`config.mk`:
```
export PLATFORM = sky130hd
export DESIGN_NAME = ufkc_reduce
export DESIGN_NICKNAME = d
export VERILOG_FILES = /design/src/rtl/core/ufkc_pkg.sv /design/src/rtl/core/ufkc_reduce.sv
export SDC_FILE = /design/constraint.sdc
export NUM_CORES = 1
export LEC_CHECK = 0
export BUFFER_PORTS_ARGS = -buffer_cell sky130_fd_sc_hd__buf_2
export CAP_MARGIN = 0
export CORE_MARGIN = 8
export CORE_UTILIZATION = 30
export CTS_CLUSTER_SIZE = 8
export DETAILED_ROUTE_END_ITERATION = 6
export GPL_ROUTABILITY_DRIVEN = 0
export HOLD_SLACK_MARGIN = 0.06
export PLACE_DENSITY = 0.65
export SLEW_MARGIN = 20
export SYNTH_ARGS = -nofsm -noshare
export SYNTH_HDL_FRONTEND = slang
export SYNTH_SLANG_ARGS = --single-unit
```
`constraint.sdc`:
```
create_clock -name i_clk -period 1 [get_ports i_clk]
set_clock_uncertainty 0.05 [all_clocks]
set_input_delay 0.05 -clock i_clk [delete_from_list [all_inputs] [get_ports i_clk]]
set_output_delay 0.05 -clock i_clk [all_outputs]
set_load 0.05 [all_outputs]
```
`src/rtl/core/ufkc_pkg.sv`:
```
// ufkc_pkg: shared widths, codes, reset values and sequencer state type
// for the union-find k-clustering engine. No dependencies.
package ufkc_pkg;

    // fixed field widths of the item and result ports
    localparam int unsigned NODE_W  = 15;
    localparam int unsigned COUNT_W = 16;
    localparam int unsigned ACT_W   = 2;

    // cluster count saturation and target register reset value
    localparam logic [COUNT_W-1:0] COUNT_MAX    = '1;
    localparam logic [COUNT_W-1:0] TARGET_RESET = 16'd10;

    // action codes; the unused code behaves as a query
    localparam logic [ACT_W-1:0] ACT_NOTE  = 2'd0;
    localparam logic [ACT_W-1:0] ACT_MERGE = 2'd1;
    localparam logic [ACT_W-1:0] ACT_QUERY = 2'd2;

    // sequencer states, one-hot
    typedef enum logic [8:0] {
        S_CLEAR      = 9'b000000001,
        S_IDLE       = 9'b000000010,
        S_REDUCE     = 9'b000000100,
        S_TOUCH_A    = 9'b000001000,
        S_TOUCH_B_RD = 9'b000010000,
        S_TOUCH_B    = 9'b000100000,
        S_FIND_A     = 9'b001000000,
        S_FIND_B     = 9'b010000000,
        S_FIND_OUT   = 9'b100000000
    } t_state;

endpackage

```
`src/rtl/core/ufkc_reduce.sv`:
```
// ufkc_reduce: folds both node numbers of an item into range modulo NODES
// by reciprocal multiplication and one correcting subtract.
// Depends on ufkc_pkg.
module ufkc_reduce #(
    parameter int unsigned NODES = 32768
) (
    input  logic                        i_clk,
    input  logic                        i_rst_n,
    input  logic                        i_load,
    input  logic [ufkc_pkg::NODE_W-1:0] i_node_a,
    input  logic [ufkc_pkg::NODE_W-1:0] i_node_b,
    output logic                        o_done,
    output logic [$clog2(NODES)-1:0]    o_node_a,
    output logic [$clog2(NODES)-1:0]    o_node_b
);
    import ufkc_pkg::*;

    localparam int unsigned IW = $clog2(NODES);
    localparam int unsigned RW = NODE_W + 1;
    localparam int unsigned PW = 2 * NODE_W + 1;

    // divisor capped at the port range: above it every node is already in range
    localparam longint DIV_L = (longint'(NODES) < (longint'(1) << NODE_W)) ?
                               longint'(NODES) : (longint'(1) << NODE_W);
    localparam logic [RW-1:0] DIV   = RW'(DIV_L);
    localparam logic [RW-1:0] RECIP = RW'((longint'(1) << RW) / DIV_L);

    logic [2:0]        r_pipe;
    logic [NODE_W-1:0] r_va;
    logic [NODE_W-1:0] r_vb;
    logic [NODE_W-1:0] r_qa;
    logic [NODE_W-1:0] r_qb;
    logic [NODE_W-1:0] r_rem_a;
    logic [NODE_W-1:0] r_rem_b;
    logic [PW-1:0]     prod_a;
    logic [PW-1:0]     prod_b;
    logic [PW-1:0]     back_a;
    logic [PW-1:0]     back_b;
    logic [RW-1:0]     wide_a;
    logic [RW-1:0]     wide_b;
    logic [RW-1:0]     fix_a;
    logic [RW-1:0]     fix_b;

    // quotient estimate, low by at most one
    assign prod_a = PW'(r_va) * PW'(RECIP);
    assign prod_b = PW'(r_vb) * PW'(RECIP);

    // quotient times divisor, never above the node number
    assign back_a = PW'(r_qa) * PW'(DIV);
    assign back_b = PW'(r_qb) * PW'(DIV);

    // one correcting subtract on the partial remainder
    always_comb begin
        wide_a = {1'b0, r_rem_a};
        wide_b = {1'b0, r_rem_b};
        fix_a  = (wide_a >= DIV) ? wide_a - DIV : wide_a;
        fix_b  = (wide_b >= DIV) ? wide_b - DIV : wide_b;
    end

    // stage valid bits
    always_ff @(posedge i_clk) begin
        if (!i_rst_n) begin
            r_pipe <= '0;
        end else begin
            r_pipe <= {r_pipe[1:0], i_load};
        end
    end

    // node numbers, quotient estimates and partial remainders
    always_ff @(posedge i_clk) begin
        if (i_load) begin
            r_va <= i_node_a;
            r_vb <= i_node_b;
        end
        r_qa    <= prod_a[PW-1:RW];
        r_qb    <= prod_b[PW-1:RW];
        r_rem_a <= r_va - back_a[NODE_W-1:0];
        r_rem_b <= r_vb - back_b[NODE_W-1:0];
    end

    assign o_done   = r_pipe[2];
    assign o_node_a = IW'(fix_a[NODE_W-1:0]);
    assign o_node_b = IW'(fix_b[NODE_W-1:0]);

endmodule

```
# ---- Yosys cells after proc, flatten, opt, wreduce, memory -nomap -nowiden
# Cells that the tools add are included.
dict set report word_totals {
  ff_bits 63
}

# ---- Logic depth before layout (Yosys ltp)
dict set report depth {
  ltp_word 0
  mapped_depth 1
}

# ---- Least setup slack after synthesis
# Ideal clock, no wire load.
dict set report synth_timing {
  kind {register to output}
  from {reg r_pipe[2]}
  to {out o_done}
  arrival_time_ns 0.587
  t_required_ns 0.900
  setup_slack_ns 0.313
  path_stages_with_launch 1
  path_buffers 0
  path_cell_list {dfxtp_1}
}
# item line
set synth_lines {}
lappend synth_lines {{start: declaration} ufkc_reduce.sv:28} ;# logic [2:0] r_pipe;
lappend synth_lines {{start signal: assignment} ufkc_reduce.sv:65} ;# r_pipe <= {r_pipe[1:0], i_load};
lappend synth_lines {{end: declaration} ufkc_reduce.sv:12} ;# output logic o_done,
# No word-level cell between the ends.

# ---- Worst setup path after layout
dict set report layout_timing {
  from {reg r_rem_a[12] (netlist: o_node_a[12])}
  to {out o_node_a[12]}
}
# item line
set layout_lines {}
lappend layout_lines {{start: declaration} ufkc_reduce.sv:33} ;# logic [NODE_W-1:0] r_rem_a;
lappend layout_lines {{start signal: assignment} ufkc_reduce.sv:77} ;# r_rem_a <= r_va - back_a[NODE_W-1:0];
lappend layout_lines {{end: declaration} ufkc_reduce.sv:13} ;# output logic [$clog2(NODES)-1:0] o_node_a,
# No word-level cell between the ends.

==> summary.txt <==
Clock tree
  – TritonCTS clock tree: done
  – Clock Pin Slew Worst Setup and Hold Paths: 70 ps
  – Clock latency on the worst-skew pair: 320 ps
  – Clock Tree Root: clkbuf_8
  – Clock sinks: 63
  – Longest Clk Path Bufs: 2
  – CTS H-tree lvls: 3
  – Num CTS Buffers: 9

Worst setup path
  – CP endpoint: o_node_a[12]
  – Largest fanout on the critical path: 1
  – Crit path cell chain: clkbuf_4
  – Crit path depth: 1
  – Worst path max stage delay: 300 ps
  – Required time worst endpoint: 900 ps
  – Crit path launch: o_node_a[12]$_DFF_P_
  – Critical path start-end classification: register to output port
  – Critical Path End Type: output port
  – CP top delay family: flip-flops
  – Critical path buffers and inverters: 1
  – R2R cell count: 1
  – R2r setup slk: 420 ps
  – Slowest-stage cell, CP: dfxtp_1
  – Worst r2r dst: r_pipe[1]$_SDFF_PN0_
  – Startpoint types: register
  – RR Startpoint: r_pipe[0]$_SDFF_PN0_
  – Arrival @ worst endpoint: 840 ps

Detailed routing
  – Final Routed Wirelength: 3224 um
  – Drt drc: 0
  – Routed len/inst: 13.00 um
  – Via count: 905
  – Antenna Nets Post-Route: 0
  – DRT iter0 DRCs: 22
  – Vias/cell: 3.649
  – Drt first pass iters: 3

Floorplanning
  – Core region area: 5107 sq um
  – Rows: 26
  – Die height: 88.58 um
  – Num ports: 64
  – Full die area: 7846 sq um
  – Die X-Extent: 88.58 um
  – Initial Utilization: 0.3094

Power
  – Final Power: 6.055 mW
  – Int Power: 4.697 mW
  – Pwr dens: 2298 nW/um^2
  – Leak: 1.116 nW
  – Switching share of power: 0.2243
  – Clock network power share: 0.395
  – Reg power frac: 0.489
  – Peak VDD IR: 0.8615 mV
  – Switching pwr: 1.358 mW
  – Logic pwr share: 0.116

Yosys
  – Post-synthesis register bit count: 63
  – Synth top area share: 0.5701
  – Syn_area_per_cell: 23.94 sq um
  – Post-Syn Instances: 66
  – Sequential share of the synthesized area: 0.9881
  – Synth Net Count: 99
  – Largest area contributor in the netlist: edfxtp_1
  – Syn Std Cell Area: 1580 sq um
  – Ys Warns: 0
  – Top area cells in the synthesized netlist: edfxtp_1 (57%), dfxtp_1 (42%), and2_1 (1.2%)
  – Yosys cell types: 3

Global routing
  – First-pass GRT wire length: 4954 um
  – GRT Util Overall: 0.09098
  – Initial antenna violation count: 0
  – Global route total overflow: 0
  – Vias in the first global route: 1049
  – Largest net degree at the start of global routing: 18

Timing
  – Fmax: 1062 MHz
  – Relative slew slack: 0.8928
  – Final hold violation count: 0
  – Crit path time final: 942.0 ps
  – Period utilization: 0.9420
  – Setup total negative slack: 0 ps
  – Worst-margin pin slew: 161.6 ps
  – Max Slew Vio Count: 0
  – RSZ-0062 raised after global routing: no
  – # setup viols final: 0

Min path
  – Hold Path Class: input port to register

Finish
  – Diodes inserted: 0
  – Nets: 206
  – Post-route cell area: 2635 sq um
  – Area grow syn2layout: 66.75%
  – Share of layout cells above drive strength 1: 0.4438

Run status
  – Outcome: finished, final reports clean

Place
  – Dpl hpwl: 2238 um
  – Post-DP Area: 2023 sq um
  – Buffers added on ports: 63

Job
  – Max Cap Viol: 0
-- state kept, by name, indices dropped and copies added, names as in the netlist --
signal	count
r_vb	15
o_node_b	15
r_va	15
r_pipe	3
o_node_a	15
-- synth_stat cells --
library cell	count
edfxtp_1	30
and2_1	3
dfxtp_1	33
-- worst min path at each step --
stage                       startpoint  cells after the start            endpoint
after global placement     i_node_a[7]                      1   r_va[7]$_DFFE_PP_
final                           i_load                      2   r_va[6]$_DFFE_PP_
after global routing            i_load                      2   r_va[6]$_DFFE_PP_
after CTS                       i_load                      2   r_va[6]$_DFFE_PP_
after floorplan            i_node_a[0]                      0   r_va[0]$_DFFE_PP_
after detailed placement  i_node_a[10]                      1  r_va[10]$_DFFE_PP_
-- routing by layer --
metal / track usage / vias up / part of all wire
li1: - / 447 / -
met1: 0.08216 / 410 / 0.34
met2: 0.1548 / 40 / 0.55
met3: 0.04364 / 8 / 0.097
met4: 0.06912 / 0 / 0.020
met5: 0 / - / 0
-- logic make-up after synthesis --
logic type       Yosys count  share of synthesized area
and+or+nand+nor            3                    0.01188
DFF                       63                     0.9881
-- final cells by class --
class	instances	area, sq um
fill	435	2472
tap	70	87.58
multi-input combinational	3	18.77
clock inverter	4	68.82
clock buffer	12	155.1
timing repair buffer	96	743.2
sequential	63	1562
-- power by group through the flow --
stage          Clock, mW  Combinational (mW)  Sequential [mW]
5_1_grt             2.60               0.734             2.98
3_5_place_dp           0               0.563             3.01
2_1_floorplan          0             0.00289             3.35
4_1_cts             2.47               0.703             2.96
6_report            2.39               0.702             2.96
3_3_place_gp           0               0.557             3.00
-- timing repair --
action	4_1_cts	5_1_grt
endpoints found under the hold margin	33	0
hold buffers	31	0
setup buffers	0	0
gates resized for setup	25	6
setup endpoints to repair	25	6
-- metrics by stage --
step	setup WS, ps	instances	util	hold slack [ps]
final	58.01	248	0.5159	94.91
after global routing	10.06	248	0.5159	106.2
after CTS	0.03281	248	0.5130	84.53
after detailed placement	286.9	201	0.3961	178.3
after global placement	298.1	201	0.3961	176.4
after floorplan	312.7	66	-	98.87
-- placed cells by master, fill, tap and decap left out, drive strengths merged --
master and instances:
dlygate4sd3 31, edfxtp 30, buf 59, bufinv 2, clkinv 2, and2 3
dfxtp 33, clkbuf 18
Note: power is estimated with default switching activity, not from simulation.
